==> src/design/dsi_pkg.sv <==
// Shared types, widths and reset constants of the depth scale interpolator.
// Used by the channel interfaces and every module of the block; depends on nothing.
package dsi_pkg;

  localparam int COORD_W    = 11;
  localparam int ZOOM_W     = 8;
  localparam int DEPTH_W    = 12;
  localparam int CFG_IDX_W  = 3;
  localparam int CFG_DATA_W = 11;

  // Divider: quotient bits, divisor width and dividend width (num * 255 fits in 19 bits).
  localparam int Q_W        = 8;
  localparam int DEN_W      = COORD_W;
  localparam int DIV_W      = DEN_W + Q_W;
  localparam int DIV_STEPS  = 2;
  localparam int DIV_STAGES = Q_W / DIV_STEPS;

  localparam logic signed [COORD_W-1:0] FAR_LINE_RST  = 11'sd88;
  localparam logic signed [COORD_W-1:0] MID_LINE_RST  = 11'sd124;
  localparam logic signed [COORD_W-1:0] NEAR_LINE_RST = 11'sd176;
  localparam logic [ZOOM_W-1:0]         FAR_ZOOM_RST  = 8'hB8;
  localparam logic [ZOOM_W-1:0]         MID_ZOOM_RST  = 8'hD0;
  localparam logic [ZOOM_W-1:0]         NEAR_ZOOM_RST = 8'hEC;

  typedef enum logic [CFG_IDX_W-1:0] {
    REG_FAR_LINE        = 3'd0,
    REG_MID_LINE        = 3'd1,
    REG_NEAR_LINE       = 3'd2,
    REG_FAR_ZOOM        = 3'd3,
    REG_MID_ZOOM        = 3'd4,
    REG_NEAR_ZOOM       = 3'd5,
    REG_KEEP_HORIZONTAL = 3'd6
  } dsi_reg_t;

  typedef struct packed {
    logic signed [COORD_W-1:0] far_line;
    logic signed [COORD_W-1:0] mid_line;
    logic signed [COORD_W-1:0] near_line;
    logic [ZOOM_W-1:0]         far_zoom;
    logic [ZOOM_W-1:0]         mid_zoom;
    logic [ZOOM_W-1:0]         near_zoom;
    logic                      keep_horizontal;
  } dsi_cfg_t;

  // Divider state carried from stage to stage.
  typedef struct packed {
    logic [DIV_W-1:0] rem;
    logic [DEN_W-1:0] den;
    logic [Q_W-1:0]   quo;
  } dsi_div_t;

  // Everything else about a word that rides alongside the divider.
  typedef struct packed {
    logic [ZOOM_W-1:0]         base;
    logic signed [ZOOM_W:0]    diff;
    logic                      direct;
    logic [ZOOM_W-1:0]         direct_zoom;
    logic                      write_vertical;
    logic                      write_horizontal;
    logic signed [DEPTH_W-1:0] depth_delta;
    logic                      depth_valid;
  } dsi_side_t;

endpackage

==> src/design/dsi_if.sv <==
// Valid/ready channel interfaces for the input and result words.
// Depends on dsi_pkg for field widths.
interface dsi_in_if;
  import dsi_pkg::*;
  logic                      valid;
  logic                      ready;
  logic                      kind;
  logic signed [COORD_W-1:0] pos_y;
  logic signed [COORD_W-1:0] pos_z;
  logic                      shown;
  modport source (output valid, kind, pos_y, pos_z, shown, input ready);
  modport sink   (input valid, kind, pos_y, pos_z, shown, output ready);
endinterface

interface dsi_out_if;
  import dsi_pkg::*;
  logic                      valid;
  logic                      ready;
  logic [ZOOM_W-1:0]         zoom;
  logic                      write_vertical;
  logic                      write_horizontal;
  logic signed [DEPTH_W-1:0] depth_delta;
  logic                      depth_valid;
  modport source (output valid, zoom, write_vertical, write_horizontal, depth_delta,
                  depth_valid, input ready);
  modport sink   (input valid, zoom, write_vertical, write_horizontal, depth_delta,
                  depth_valid, output ready);
endinterface

==> src/design/depth_scale_interpolator.sv <==
// Depth scale interpolator: turns a sprite's screen y into an 8-bit zoom, with an optional
// depth offset. Input words arrive on in_ch and result words leave on out_ch, both
// valid/ready channels; a word moves at a clock edge where valid and ready are both high.
// Each input word yields exactly one result word, in order.
// The pipeline is six register stages deep: line selection, four divider stages that each
// resolve two quotient bits of (y - lo) * 255 / span, and the blend stage, which is also the
// output register. A word passes through them in that order and is offered on out_ch from the
// blend stage. While the receiver takes every result word, a new word can be taken every
// cycle, so the sustained rate is one word per clock; the divider chain sets the depth.
// Each stage moves on whenever it is empty or the stage after it moves, so bubbles close up
// and in_ch stays ready while a finished word waits on a stalled receiver, until every stage
// is full. A stall holds each word that has a full stage ahead of it; nothing is dropped or repeated.
// Configuration is written through cfg_write/cfg_index/cfg_data, one register per cycle,
// and must only change while the pipeline is empty. Synchronous reset empties the pipeline
// and restores the register defaults.
module depth_scale_interpolator (
  input  logic                              clk,
  input  logic                              rst,
  input  logic                              cfg_write,
  input  logic [dsi_pkg::CFG_IDX_W-1:0]     cfg_index,
  input  logic [dsi_pkg::CFG_DATA_W-1:0]    cfg_data,
  dsi_in_if.sink                            in_ch,
  dsi_out_if.source                         out_ch
);
  import dsi_pkg::*;

  localparam int NSTG = DIV_STAGES + 2;

  dsi_cfg_t  cfg;
  logic [NSTG-1:0] stage_valid;
  logic [NSTG-1:0] advance;
  dsi_div_t  div_pipe  [DIV_STAGES+1];
  dsi_side_t side_pipe [DIV_STAGES+1];

  // Configuration registers.
  always_ff @(posedge clk) begin
    if (rst) begin
      cfg.far_line        <= FAR_LINE_RST;
      cfg.mid_line        <= MID_LINE_RST;
      cfg.near_line       <= NEAR_LINE_RST;
      cfg.far_zoom        <= FAR_ZOOM_RST;
      cfg.mid_zoom        <= MID_ZOOM_RST;
      cfg.near_zoom       <= NEAR_ZOOM_RST;
      cfg.keep_horizontal <= 1'b0;
    end else if (cfg_write) begin
      unique case (dsi_reg_t'(cfg_index))
        REG_FAR_LINE:        cfg.far_line        <= cfg_data;
        REG_MID_LINE:        cfg.mid_line        <= cfg_data;
        REG_NEAR_LINE:       cfg.near_line       <= cfg_data;
        REG_FAR_ZOOM:        cfg.far_zoom        <= cfg_data[ZOOM_W-1:0];
        REG_MID_ZOOM:        cfg.mid_zoom        <= cfg_data[ZOOM_W-1:0];
        REG_NEAR_ZOOM:       cfg.near_zoom       <= cfg_data[ZOOM_W-1:0];
        REG_KEEP_HORIZONTAL: cfg.keep_horizontal <= cfg_data[0];
        default: ;
      endcase
    end
  end

  // Stage k moves on when it is empty or stage k+1 moves on; the last stage looks at the
  // receiver. This lets bubbles collapse while the output word is held.
  always_comb begin
    advance[NSTG-1] = ~stage_valid[NSTG-1] | out_ch.ready;
    for (int k = NSTG - 2; k >= 0; k--) begin
      advance[k] = ~stage_valid[k] | advance[k+1];
    end
  end

  assign in_ch.ready = advance[0];

  always_ff @(posedge clk) begin
    if (rst) begin
      stage_valid <= '0;
    end else begin
      if (advance[0]) begin
        stage_valid[0] <= in_ch.valid;
      end
      for (int k = 1; k < NSTG; k++) begin
        if (advance[k]) begin
          stage_valid[k] <= stage_valid[k-1];
        end
      end
    end
  end

  dsi_select u_select (
    .clk    (clk),
    .load   (advance[0]),
    .cfg    (cfg),
    .kind   (in_ch.kind),
    .pos_y  (in_ch.pos_y),
    .pos_z  (in_ch.pos_z),
    .shown  (in_ch.shown),
    .div_q  (div_pipe[0]),
    .side_q (side_pipe[0])
  );

  for (genvar g = 0; g < DIV_STAGES; g++) begin : g_div
    dsi_div_stage #(
      .FIRST_BIT (Q_W - 1 - g * DIV_STEPS),
      .STEPS     (DIV_STEPS)
    ) u_div (
      .clk     (clk),
      .load    (advance[g+1]),
      .div_in  (div_pipe[g]),
      .side_in (side_pipe[g]),
      .div_q   (div_pipe[g+1]),
      .side_q  (side_pipe[g+1])
    );
  end

  dsi_blend u_blend (
    .clk              (clk),
    .load             (advance[NSTG-1]),
    .div_in           (div_pipe[DIV_STAGES]),
    .side_in          (side_pipe[DIV_STAGES]),
    .zoom             (out_ch.zoom),
    .write_vertical   (out_ch.write_vertical),
    .write_horizontal (out_ch.write_horizontal),
    .depth_delta      (out_ch.depth_delta),
    .depth_valid      (out_ch.depth_valid)
  );

  assign out_ch.valid = stage_valid[NSTG-1];

`ifndef NO_ASSERTIONS
  // A hidden sprite never writes a zoom and reports zoom zero.
  a_hidden_word: assert property (@(posedge clk) disable iff (rst)
    out_ch.valid && !out_ch.write_vertical |-> out_ch.zoom == '0 && !out_ch.write_horizontal)
    else $error("hidden word carries a zoom write");

  // The horizontal write never appears without the vertical one.
  a_write_pair: assert property (@(posedge clk) disable iff (rst)
    out_ch.valid && out_ch.write_horizontal |-> out_ch.write_vertical)
    else $error("horizontal write without vertical write");

  // Interpolation fractions stay below 255 because the offset is smaller than the span.
  a_quotient_range: assert property (@(posedge clk) disable iff (rst)
    stage_valid[NSTG-2] && !side_pipe[DIV_STAGES].direct |-> div_pipe[DIV_STAGES].quo != '1)
    else $error("divider quotient out of range");

  // Nothing is offered in the cycle after reset.
  a_reset_empty: assert property (@(posedge clk) $past(rst) |-> !out_ch.valid)
    else $error("result word offered straight after reset");
`endif

endmodule

==> src/design/dsi_select.sv <==
// First pipeline stage: line comparisons, segment choice and divider set-up.
// Depends on dsi_pkg.
module dsi_select (
  input  logic                              clk,
  input  logic                              load,
  input  dsi_pkg::dsi_cfg_t                 cfg,
  input  logic                              kind,
  input  logic signed [dsi_pkg::COORD_W-1:0] pos_y,
  input  logic signed [dsi_pkg::COORD_W-1:0] pos_z,
  input  logic                              shown,
  output dsi_pkg::dsi_div_t                 div_q,
  output dsi_pkg::dsi_side_t                side_q
);
  import dsi_pkg::*;

  dsi_div_t  div_d;
  dsi_side_t side_d;

  always_comb begin
    logic signed [COORD_W:0] y, lo, hi, num, den;
    logic [ZOOM_W-1:0]       a, b;
    logic [DEN_W-1:0]        num_u;
    y = {pos_y[COORD_W-1], pos_y};
    if (pos_y < cfg.mid_line) begin
      lo = {cfg.far_line[COORD_W-1], cfg.far_line};
      hi = {cfg.mid_line[COORD_W-1], cfg.mid_line};
      a  = cfg.far_zoom;
      b  = cfg.mid_zoom;
    end else begin
      lo = {cfg.mid_line[COORD_W-1], cfg.mid_line};
      hi = {cfg.near_line[COORD_W-1], cfg.near_line};
      a  = cfg.mid_zoom;
      b  = cfg.near_zoom;
    end
    num   = y - lo;
    den   = hi - lo;
    num_u = num[DEN_W-1:0];

    div_d.rem = {num_u, {Q_W{1'b0}}} - {{Q_W{1'b0}}, num_u};
    div_d.den = den[DEN_W-1:0];
    div_d.quo = '0;

    side_d.base = a;
    side_d.diff = $signed({1'b0, b}) - $signed({1'b0, a});
    side_d.direct = 1'b1;
    if (!shown) begin
      side_d.direct_zoom = '0;
    end else if (pos_y <= cfg.far_line) begin
      side_d.direct_zoom = cfg.far_zoom;
    end else if (pos_y >= cfg.near_line) begin
      side_d.direct_zoom = cfg.near_zoom;
    end else if (den <= 0) begin
      side_d.direct_zoom = b;
    end else begin
      side_d.direct      = 1'b0;
      side_d.direct_zoom = b;
    end
    side_d.write_vertical   = shown;
    side_d.write_horizontal = shown & ~cfg.keep_horizontal;
    side_d.depth_valid      = kind;
    side_d.depth_delta      = kind ? ({cfg.near_line[COORD_W-1], cfg.near_line}
                                      - {pos_z[COORD_W-1], pos_z}) : '0;
  end

  always_ff @(posedge clk) begin
    if (load) begin
      div_q  <= div_d;
      side_q <= side_d;
    end
  end

endmodule

==> src/design/dsi_div_stage.sv <==
// One stage of the restoring divider: resolves STEPS quotient bits from FIRST_BIT down.
// Depends on dsi_pkg.
module dsi_div_stage #(
  parameter int FIRST_BIT = dsi_pkg::Q_W - 1,
  parameter int STEPS     = dsi_pkg::DIV_STEPS
) (
  input  logic               clk,
  input  logic               load,
  input  dsi_pkg::dsi_div_t  div_in,
  input  dsi_pkg::dsi_side_t side_in,
  output dsi_pkg::dsi_div_t  div_q,
  output dsi_pkg::dsi_side_t side_q
);
  import dsi_pkg::*;

  dsi_div_t div_d;

  always_comb begin
    logic [DIV_W-1:0] trial;
    div_d = div_in;
    for (int s = 0; s < STEPS; s++) begin
      trial = {{Q_W{1'b0}}, div_in.den} << (FIRST_BIT - s);
      if (div_d.rem >= trial) begin
        div_d.rem                 = div_d.rem - trial;
        div_d.quo[FIRST_BIT - s]  = 1'b1;
      end
    end
  end

  always_ff @(posedge clk) begin
    if (load) begin
      div_q  <= div_d;
      side_q <= side_in;
    end
  end

endmodule

==> src/design/dsi_blend.sv <==
// Last pipeline stage: blends the segment end zooms by the quotient and registers the word.
// Depends on dsi_pkg.
module dsi_blend (
  input  logic                                clk,
  input  logic                                load,
  input  dsi_pkg::dsi_div_t                   div_in,
  input  dsi_pkg::dsi_side_t                  side_in,
  output logic [dsi_pkg::ZOOM_W-1:0]          zoom,
  output logic                                write_vertical,
  output logic                                write_horizontal,
  output logic signed [dsi_pkg::DEPTH_W-1:0]  depth_delta,
  output logic                                depth_valid
);
  import dsi_pkg::*;

  logic signed [2*ZOOM_W+1:0] prod;
  logic [ZOOM_W-1:0]          zoom_d;

  // Arithmetic shift by eight is the floor division; only the low byte of the sum survives.
  assign prod   = side_in.diff * $signed({1'b0, div_in.quo});
  assign zoom_d = side_in.direct ? side_in.direct_zoom
                                 : side_in.base + prod[2*ZOOM_W-1:ZOOM_W];

  always_ff @(posedge clk) begin
    if (load) begin
      zoom             <= zoom_d;
      write_vertical   <= side_in.write_vertical;
      write_horizontal <= side_in.write_horizontal;
      depth_delta      <= side_in.depth_delta;
      depth_valid      <= side_in.depth_valid;
    end
  end

endmodule
==> src/flat_wrapper.sv <==
// flat-port wrapper written by rule: the top's interface ports become plain ports
module depth_scale_interpolator_flat import dsi_pkg::*;
  (clk, rst, cfg_write, cfg_index, cfg_data, in_ch_valid, in_ch_kind, in_ch_pos_y, in_ch_pos_z, in_ch_shown, in_ch_ready, out_ch_valid, out_ch_zoom, out_ch_write_vertical, out_ch_write_horizontal, out_ch_depth_delta, out_ch_depth_valid, out_ch_ready);
  dsi_in_if in_ch_i ();
  dsi_out_if out_ch_i ();
  input  logic clk;
  input  logic rst;
  input  logic cfg_write;
  input  logic [dsi_pkg::CFG_IDX_W-1:0] cfg_index;
  input  logic [dsi_pkg::CFG_DATA_W-1:0] cfg_data;
  input wire logic [$bits(in_ch_i.valid)-1:0] in_ch_valid;
  input wire logic [$bits(in_ch_i.kind)-1:0] in_ch_kind;
  input wire logic [$bits(in_ch_i.pos_y)-1:0] in_ch_pos_y;
  input wire logic [$bits(in_ch_i.pos_z)-1:0] in_ch_pos_z;
  input wire logic [$bits(in_ch_i.shown)-1:0] in_ch_shown;
  output wire logic [$bits(in_ch_i.ready)-1:0] in_ch_ready;
  output wire logic [$bits(out_ch_i.valid)-1:0] out_ch_valid;
  output wire logic [$bits(out_ch_i.zoom)-1:0] out_ch_zoom;
  output wire logic [$bits(out_ch_i.write_vertical)-1:0] out_ch_write_vertical;
  output wire logic [$bits(out_ch_i.write_horizontal)-1:0] out_ch_write_horizontal;
  output wire logic [$bits(out_ch_i.depth_delta)-1:0] out_ch_depth_delta;
  output wire logic [$bits(out_ch_i.depth_valid)-1:0] out_ch_depth_valid;
  input wire logic [$bits(out_ch_i.ready)-1:0] out_ch_ready;
  assign in_ch_i.valid = in_ch_valid;
  assign in_ch_i.kind = in_ch_kind;
  assign in_ch_i.pos_y = in_ch_pos_y;
  assign in_ch_i.pos_z = in_ch_pos_z;
  assign in_ch_i.shown = in_ch_shown;
  assign in_ch_ready = in_ch_i.ready;
  assign out_ch_valid = out_ch_i.valid;
  assign out_ch_zoom = out_ch_i.zoom;
  assign out_ch_write_vertical = out_ch_i.write_vertical;
  assign out_ch_write_horizontal = out_ch_i.write_horizontal;
  assign out_ch_depth_delta = out_ch_i.depth_delta;
  assign out_ch_depth_valid = out_ch_i.depth_valid;
  assign out_ch_i.ready = out_ch_ready;
  depth_scale_interpolator u_core (.clk(clk), .rst(rst), .cfg_write(cfg_write), .cfg_index(cfg_index), .cfg_data(cfg_data), .in_ch(in_ch_i), .out_ch(out_ch_i));
endmodule
==> config.mk <==
export PLATFORM = sky130hd
export DESIGN_NAME = depth_scale_interpolator_flat
export DESIGN_NICKNAME = d
export VERILOG_FILES = /design/src/design/dsi_pkg.sv /design/src/design/dsi_if.sv /design/src/design/depth_scale_interpolator.sv /design/src/design/dsi_select.sv /design/src/design/dsi_div_stage.sv /design/src/design/dsi_blend.sv /design/src/flat_wrapper.sv
export SDC_FILE = /design/constraint.sdc
export NUM_CORES = 1
export LEC_CHECK = 0
export ABC_AREA = 1
export BUFFER_PORTS_ARGS = -buffer_cell sky130_fd_sc_hd__buf_2
export CORE_MARGIN = 2
export CORE_UTILIZATION = 45
export CTS_CLUSTER_SIZE = 10
export DETAILED_ROUTE_END_ITERATION = 8
export SLEW_MARGIN = 20
export SYNTH_ARGS = -nofsm -noshare
export SYNTH_HDL_FRONTEND = slang
export SYNTH_SLANG_ARGS = --single-unit
==> constraint.sdc <==
create_clock -name clk -period 8.2 [get_ports clk]
set_input_delay 0.41 -clock clk [delete_from_list [all_inputs] [get_ports clk]]
set_output_delay 0.41 -clock clk [all_outputs]
set_load 0.01 [all_outputs]
### Yosys cells after proc, flatten, opt, wreduce, memory -nomap -nowiden

Cells that the tools add are included.

* $add $sub $neg: 13
* multiply operators: 1
* div/mod/pow operators: 0
* order comparisons: 12
* equality and inequality tests: 6
* shift-type cells: 0
* muxes and demuxes: 15
* bitwise logic cells: 15
* reduce and logical (&&, ||, !) cells: 9

Operators with widths (count)
* $mux W19: 7
* $mux W8: 5
* $mux W12: 2
* $ge A19 B11 Y1: 1
* $ge A19 B12 Y1: 1
* $ge A19 B13 Y1: 1
* $ge A19 B14 Y1: 1
* $ge A19 B15 Y1: 1
* $ge A19 B16 Y1: 1
* $ge A19 B17 Y1: 1
* $ge A19 B18 Y1: 1
* $sub A19 B11 Y19: 1
* $sub A19 B12 Y19: 1
* $sub A19 B13 Y19: 1
* $sub A19 B14 Y19: 1
* $sub A19 B15 Y19: 1
* $sub A19 B16 Y19: 1
* $sub A19 B17 Y19: 1
* $sub A19 B18 Y19: 1
* $mul A9 B9 Y16: 1
* $reduce_and A2 Y1: 7
* $le A12 B1 Y1 const B: 1
* $sub A11 B11 Y12: 1
* $sub A12 B12 Y12: 1
* 15 further kinds: 30

* register bits: 432
* latch bits: 0
* RAM bits: 0
* ROM bits: 0
* bits of input ports: 43
* output and inout port bits: 25
* memories kept: 0

### Longest topological paths before layout

Gate-level depths: netlist (run 1).

* word-level depth: 7
* mapped depth: 35

### By module

A second synthesis (run 1) with hierarchy kept.

* cells, all modules: 3279
* area, all modules: 29749.8 µm²

Modules (own cells, without submodules)
* dsi_select: times used 1, cells each 747, area each 6135.9 µm²
* dsi_div_stage at u_core.g_div[2].u_div: times used 1, cells each 469, area each 4649.5 µm²
* dsi_div_stage at u_core.g_div[3].u_div: times used 1, cells each 479, area each 4478.0 µm²
* dsi_div_stage at u_core.g_div[1].u_div: times used 1, cells each 427, area each 4239.1 µm²
* dsi_div_stage at u_core.g_div[0].u_div: times used 1, cells each 388, area each 4063.9 µm²
* dsi_blend: times used 1, cells each 477, area each 3823.7 µm²
* depth_scale_interpolator: times used 1, cells each 292, area each 2359.8 µm²

### Worst setup path before layout (run 1)

OpenSTA, ideal clock, no wires.

* path type: input-to-reg
* start: input out_ch_ready
* end: register u_core.u_select.div_q[10] in the netlist's numbering (enable)
* library setup time: 0.435 ns
* arrival: 7.192 ns
* required time: 7.765 ns
* setup slack: 0.572 ns
* stages: 10
* buffers on the path: 0
* path through: nor2_1 inv_1 nor2_1 inv_1 nor2_1 inv_1 nor2_1 inv_1 nor2_1 nand2_1

* cells in the longest elaborated chain, start to end: 6

Ends and longest elaborated chain
* start: declaration: line flat_wrapper.sv:23 `input wire logic [$bits(out_ch_i.ready)-1:0] out_ch_ready;`
* $or A1 B1 Y1: line depth_scale_interpolator.sv:62 `advance[NSTG-1] = ~stage_valid[NSTG-1] | out_ch.ready;`
* net u_core.u_blend.load: line dsi_blend.sv:5 `input logic load,`
* $or A1 B1 Y1: line depth_scale_interpolator.sv:64 `advance[k] = ~stage_valid[k] | advance[k+1];`
* net u_core.g_div[3].u_div.load: line dsi_div_stage.sv:8 `input logic load,`
* $or A1 B1 Y1: line depth_scale_interpolator.sv:64
* net u_core.g_div[2].u_div.load: line dsi_div_stage.sv:8
* $or A1 B1 Y1: line depth_scale_interpolator.sv:64
* net u_core.g_div[1].u_div.load: line dsi_div_stage.sv:8
* $or A1 B1 Y1 (2 in series): line depth_scale_interpolator.sv:64
* net in_ch_ready: line flat_wrapper.sv:16 `output wire logic [$bits(in_ch_i.ready)-1:0] in_ch_ready;`
* end signal: assignment: line dsi_select.sv:67 `div_q <= div_d;`
* end: declaration: line dsi_select.sv:11 `output dsi_pkg::dsi_div_t div_q,`

The timed path passes the listed nets, and every way through them passes these cells.
A chain may end at the register's enable or synchronous reset.

### Final worst setup path (run 1)

* start: register u_core.g_div[3].u_div.side_q[29] in the netlist's numbering
* end: register u_core.u_blend.zoom[7] in the netlist's numbering, data pin

* cells in the longest elaborated chain, start to end: 3

Ends and longest elaborated chain
* start: declaration: line dsi_div_stage.sv:12 `output dsi_pkg::dsi_side_t side_q`
* start signal: assignment: line dsi_div_stage.sv:33 `side_q <= side_in;`
* $mul A9 B9 Y16: line dsi_blend.sv:20 `assign prod = side_in.diff * $signed({1'b0, div_in.quo});`
* $add A8 B8 Y8: line dsi_blend.sv:22 `: side_in.base + prod[2*ZOOM_W-1:ZOOM_W];`
* $mux W8: line dsi_blend.sv:21 `assign zoom_d = side_in.direct ? side_in.direct_zoom`
* net u_core.u_blend.zoom_d[7]: line dsi_blend.sv:17 `logic [ZOOM_W-1:0] zoom_d;`
* end signal: assignment: line dsi_blend.sv:26 `zoom <= zoom_d;`
* end: declaration: line dsi_blend.sv:8 `output logic [dsi_pkg::ZOOM_W-1:0] zoom,`

The timed path passes the listed nets, and every way through them passes these cells.

==> results.toml, run 1 <==
[clocking]
cts_tree = "built"
cts_resized = 0
max-clock-path-buffers = 3
htree_levels = 2
cts.clk_slew.worst_paths_ps = 50
cts.sinks = 432
clkLatencyLatePin_ps = 590
ctsHoldBuffers = 0
post_cts_buffers = 0
cts-root-buf = "clkbuf_16"
cts_inserted_buffers = 51

[floorplan]
start_util_pct = 45.4
die_h_um = 239
row_count = 86
core_um2 = 54900
pin_count = 68
die_w_um = 239
dieArea_um2 = 57200

[sta]
tightest_slew_ps = 997
rsz0062_at_grt = "no"
skew_ps = 35.5
report.final.hold_viol_count = 0
timing.final.crit_period_ps = 5800
finalCritPeriodShare_pct = 70.7
maxSlewViolCount = 0
fin_tns_setup_ps = 0
slew_headroom_pct = 33.5
setup_violations = 0
max_freq_mhz = 172

[synthesis]
synth_cells = 2557
synthDistinctLibCells = 60
synth_seq_cells = 432
synth_warnings = 0
synth_area_um2 = 24900
async_reset_ff_share_pct = 0
seq_area_frac_synth_pct = 49.5
synth_ff_type = "edfxtp_1"
syn_nets = 2853
synth_top_area_share_pct = 44.4
avgSynthCellArea_um2 = 9.74
synth_edf_count = 368
synth_area_leaders = "edfxtp_1, ha_1, nand2_1"
synth_top_area_cell = "edfxtp_1"

[critical_path]
timing.rr.end = "u_core.u_blend.zoom[7]"
critPathRequiredTime_ps = 8520
worstSetupPathType = "flop to flop"
crit_arrival_ps = 6110
reg2reg_from = "u_core.g_div[3].u_div.side_q[29]"
start_kind = "flop"
worst_path_most_repeated_cell = "nor2_1"
crit_path_end_kind = "flop"
rrSetupSlack_ps = 2400
rr_worst_depth = 32
crit_family = "adder cells"
critical-path-max-stage-delay_ps = 540
path_max_fanout = 8
cpMaxStageDelayCell = "fa_1"
worst-path-buf-inv = 5

[placed_design]
numPortBuffers = 67
dpl.hpwl_um = 42200
place_congestion = 0.898

[drt]
wl_per_cell_um = 16.1
totalWireLength_um = 54500
vias = 17300
final_antenna_net_count = 0
drt_iter0_drc = 961
first_pass_iters = 7
drcViolationCount = 0
viasPerCell = 5.12

[min_path]
min_path_type = "input pin to flop"
min_from = "in_ch_valid"
hold-path-endpoint = "u_core.stage_valid[0]"
hold_depth = 3

[layout]
drive_gt1_share_pct = 7.22
syn_to_final_growth_pct = 10.4
nets = 2933
fillerInstances = 5030
antenna_cells = 0

[global_route]
overflow = 0
antenna_found_initial = 0
grt_start_max_net_pins = 72
grt_usage_pct = 19.6
grt_pass1_wl_um = 88900
grt_pass1_vias = 17300

[run_status]
outcome = "complete, no violations"

[run]
max_cap_viol_count = 0
cell usage after synthesis, types with 19 or more instances:
master    count
a21oi_1     185
clkbuf_1     42
dfxtp_1      64
edfxtp_1    368
fa_1         66
ha_1        187
inv_1       397
nand2_1     498
nand2_2      20
nand3_1     112
nand4_1      23
nor2_1      152
nor3_1       19
o211ai_1     22
o21ai_0     177
xnor2_1      47
xor2_1       68
worst register-to-register path: cells and delay by family, from the launching register on:
family | cells | cell delay (ps)
compound gates | 4 | 530
xor+xnor | 2 | 310
fa+ha+maj | 6 | 2600
buf+inv | 5 | 270
flops | 1 | 520
simple gates | 15 | 1320
cells by family after synthesis:
| logic type | Yosys count | synth area share, % |
|---|---|---|
| xor gates and xnor gates | 117 | 4.27 |
| adders and majority gates | 253 | 14.7 |
| buffers and inverters | 453 | 6.91 |
| AOI/OAI and AO/OA | 439 | 9.61 |
| muxes | 3 | 0.131 |
| DFF | 432 | 49.5 |
| and+or+nand+nor | 860 | 14.8 |
worst max path at each step:
stage                                      from                              end  cells after the start
6_report       u_core.g_div[3].u_div.side_q[29]           u_core.u_blend.zoom[7]                     32
3_3_place_gp     u_core.g_div[3].u_div.div_q[2]           u_core.u_blend.zoom[7]                     32
4_1_cts          u_core.g_div[3].u_div.div_q[2]           u_core.u_blend.zoom[7]                     32
3_5_place_dp   u_core.g_div[3].u_div.side_q[27]           u_core.u_blend.zoom[7]                     34
5_1_grt         u_core.g_div[0].u_div.div_q[11]  u_core.g_div[1].u_div.div_q[31]                     27
2_1_floorplan                      out_ch_ready        u_core.u_select.div_q[10]                     10
metal layers:
layer / vias to the layer above / track usage [%] / share of wire (%)
met5: - / 0 / 0
met4: 0 / 6.48 / 2.8
met3: 101 / 2.48 / 3.6
met2: 313 / 33.2 / 48
met1: 8135 / 26.0 / 46
li1: 8752 / - / -
flip-flops by register name, summed over array words and instances, names as in the netlist:
register / flops
u_core.g_div.u_div.side_q: 164
u_core.g_div.u_div.div_q: 110
u_core.cfg: 58
u_core.u_select.side_q: 41
u_core.u_select.div_q: 30
u_core.u_blend.depth_delta: 12
u_core.u_blend.zoom: 8
u_core.stage_valid: 6
u_core.u_blend.depth_valid: 1
u_core.u_blend.write_horizontal: 1
u_core.u_blend.write_vertical: 1
cell usage in the layout (no fill, tap or decap), drive strengths merged, types with 2 or more instances in the layout:
| master | count |
|---|---|
| nand2 | 523 |
| clkbuf | 82 |
| o21bai | 8 |
| inv | 402 |
| a21oi | 186 |
| a211o | 2 |
| ha | 187 |
| clkinv | 7 |
| xnor2 | 47 |
| fa | 66 |
| a21o | 3 |
| nor2 | 158 |
| o2111ai | 4 |
| o21ai | 182 |
| a221oi | 2 |
| nor4 | 7 |
| or2 | 3 |
| edfxtp | 368 |
| o31ai | 6 |
| dfxtp | 64 |
| a21boi | 2 |
| o211ai | 22 |
| o21a | 8 |
| and2 | 2 |
| nand4 | 24 |
| buf | 77 |
| nor3 | 20 |
| nand3 | 116 |
| nand3b | 5 |
| xor2 | 70 |
| mux2 | 2 |
| a211oi | 6 |
| a31oi | 4 |
cell type report:
| class | count | area [µm²] | area share (%) |
|---|---|---|---|
| Inverter | 403 | 1510 | 5.50 |
| Multi-Input combinational cell | 1672 | 10800 | 39.4 |
| Tap cell | 704 | 881 | 3.20 |
| Sequential cell | 432 | 12300 | 44.9 |
| Timing Repair Buffer | 77 | 410 | 1.49 |
| Clock buffer | 82 | 1430 | 5.22 |
| Clock inverter | 7 | 77.6 | 0.282 |
stage by stage:
step	area [µm²]	instances	utilization, %	hold WS, ps	worst slack (ps)
after global routing	27500	3377	50.1	82.5	1890
after floorplan	24900	2557	-	400	572
final	27500	3377	50.1	69.3	2400
after detailed placement	26000	3288	47.3	405	2390
after global placement	26000	3288	47.3	400	2410
after CTS	27500	3377	50.1	30.6	2370
Power of run 1 is left out: the tool's default activity adds up to more than one toggle a clock period on the data nets, which glitch-free logic cannot reach.
==> run 2, diff against run 1 <==
Clock period 8.2 ns to 4.9 ns, I/O delays scaled along.
==> results.toml, run 2 (synthesized netlist as in run 1, its figures left out) <==
[run_status]
outcome = "finished with violations"
failed_checks = "setup timing"

[clocking]
cts_inserted_buffers = 51
htree_levels = 2
clkLatencyLatePin_ps = 590
cts-root-buf = "clkbuf_16"
cts.sinks = 432
cts.clk_slew.worst_paths_ps = 60
max-clock-path-buffers = 3
cts_tree = "built"

[drt]
final_antenna_net_count = 0
vias = 17900
drt_iter0_drc = 910
drcViolationCount = 0
first_pass_iters = 7
totalWireLength_um = 54800
viasPerCell = 5.08
wl_per_cell_um = 15.6

[sta]
fin_tns_setup_ps = -2420
setup_violations = 5
tightest_slew_ps = 938
timing.final.crit_period_ps = 5650
finalCritPeriodShare_pct = 115
max_freq_mhz = 177
rsz0062_at_grt = "yes"
slew_headroom_pct = 37.4
final_critical_path_setup_slack_ps = -749
maxSlewViolCount = 0
report.final.hold_viol_count = 0
skew_ps = 30.9

[layout]
final_cell_mix = "nand2_1, inv_1, edfxtp_1"
nets = 3073
antenna_cells = 0
syn_to_final_growth_pct = 16.7
top_register = "u_core.g_div.u_div.side_q"
drive_gt1_share_pct = 13.8
largest_reg_flops = 164
largest_registers = "u_core.g_div.u_div.side_q (164), u_core.g_div.u_div.div_q (110), u_core.cfg (58)"
layout_commonest_cell = "nand2_1"

[critical_path]
crit_path_end_kind = "flop"
critical_path_depth = 34
crit_arrival_ps = 5970
worst-path-buf-inv = 6
worst_path_most_repeated_cell = "nor2_1"
cpMaxStageDelayCell = "fa_1"
critPathRequiredTime_ps = 5220
critical-path-max-stage-delay_ps = 530
path_max_fanout = 4
start_kind = "flop"
worstSetupPathType = "flop to flop"
rr_worst_depth = 34
crit_family = "adder cells"

[global_route]
grt_start_max_net_pins = 74
overflow = 0
grt_pass1_wl_um = 89200
antenna_found_initial = 0
grt_pass1_vias = 18000
grt_usage_pct = 19.4

[placed_design]
dpl.hpwl_um = 42300
numPortBuffers = 67
place_congestion = 0.924

[floorplan]
dieArea_um2 = 57200
die_h_um = 239
die_w_um = 239
pin_count = 68
core_um2 = 54900
row_count = 86
start_util_pct = 45.4

[min_path]
hold_depth = 3
min_path_type = "input pin to flop"

[run]
max_cap_viol_count = 0
-- run 2: what timing repair did --
| item | CTS | global route |
|---|---|---|
| gates resized for setup | 18 | 83 |
| endpoints found under the setup margin | 21 | 63 |
| hold buffers | 13 | 0 |
| buffers inserted | 6 | 14 |
| pin swaps | 15 | 49 |
| hold endpoints to repair | 23 | 0 |
-- run 2: path summary, 6_finish.rpt --
path	to	slack [ps]	from
hold / removal	u_core.cfg[47]	40	cfg_data[0]
setup reg to reg	u_core.u_blend.zoom[7]	-750	u_core.g_div[3].u_div.side_q[29]
hold reg to reg	u_core.g_div[2].u_div.div_q[6]	400	u_core.g_div[1].u_div.div_q[6]
setup / recovery	u_core.u_blend.zoom[7]	-750	u_core.g_div[3].u_div.side_q[29]
-- run 2: layer usage --
| layer | up-vias | track usage (%) | wire, µm |
|---|---|---|---|
| li1 | 9023 | - | - |
| met1 | 8385 | 25.3 | 24700 |
| met2 | 358 | 33.3 | 26500 |
| met3 | 96 | 2.59 | 1980 |
| met4 | 0 | 6.33 | 1520 |
| met5 | - | 0 | 0 |
-- run 2: stage by stage --
stage          worst slack, ps  hold slack [ps]  area [µm²]  instances  utilization (%)
2_1_floorplan            -1430              344       25000       2557                -
3_3_place_gp              -700              401       26900       3395             49.0
3_5_place_dp              -818              405       26900       3395             49.0
4_1_cts                   -739             5.87       28600       3501             52.1
5_1_grt                  -1080             26.3       29000       3515             52.9
6_report                  -749             43.9       29000       3515             52.9
-- run 2: area by class of cell --
cell class                      instances  area [µm²]
Fill cell                            4882       25800
Sequential cell                       432       12300
Multi-Input combinational cell       1672       11200
Timing Repair Buffer                  217        1560
Inverter                              403        1540
Clock buffer                           82        1430
Tap cell                              704         881
Clock inverter                          5        57.6
-- run 2: worst min-delay path: cells and delay by family --
family,cells,cell delay (ps)
and+or+nand+nor,2,170
buffers and inverters,1,170
Power of run 2 is left out for the same reason.
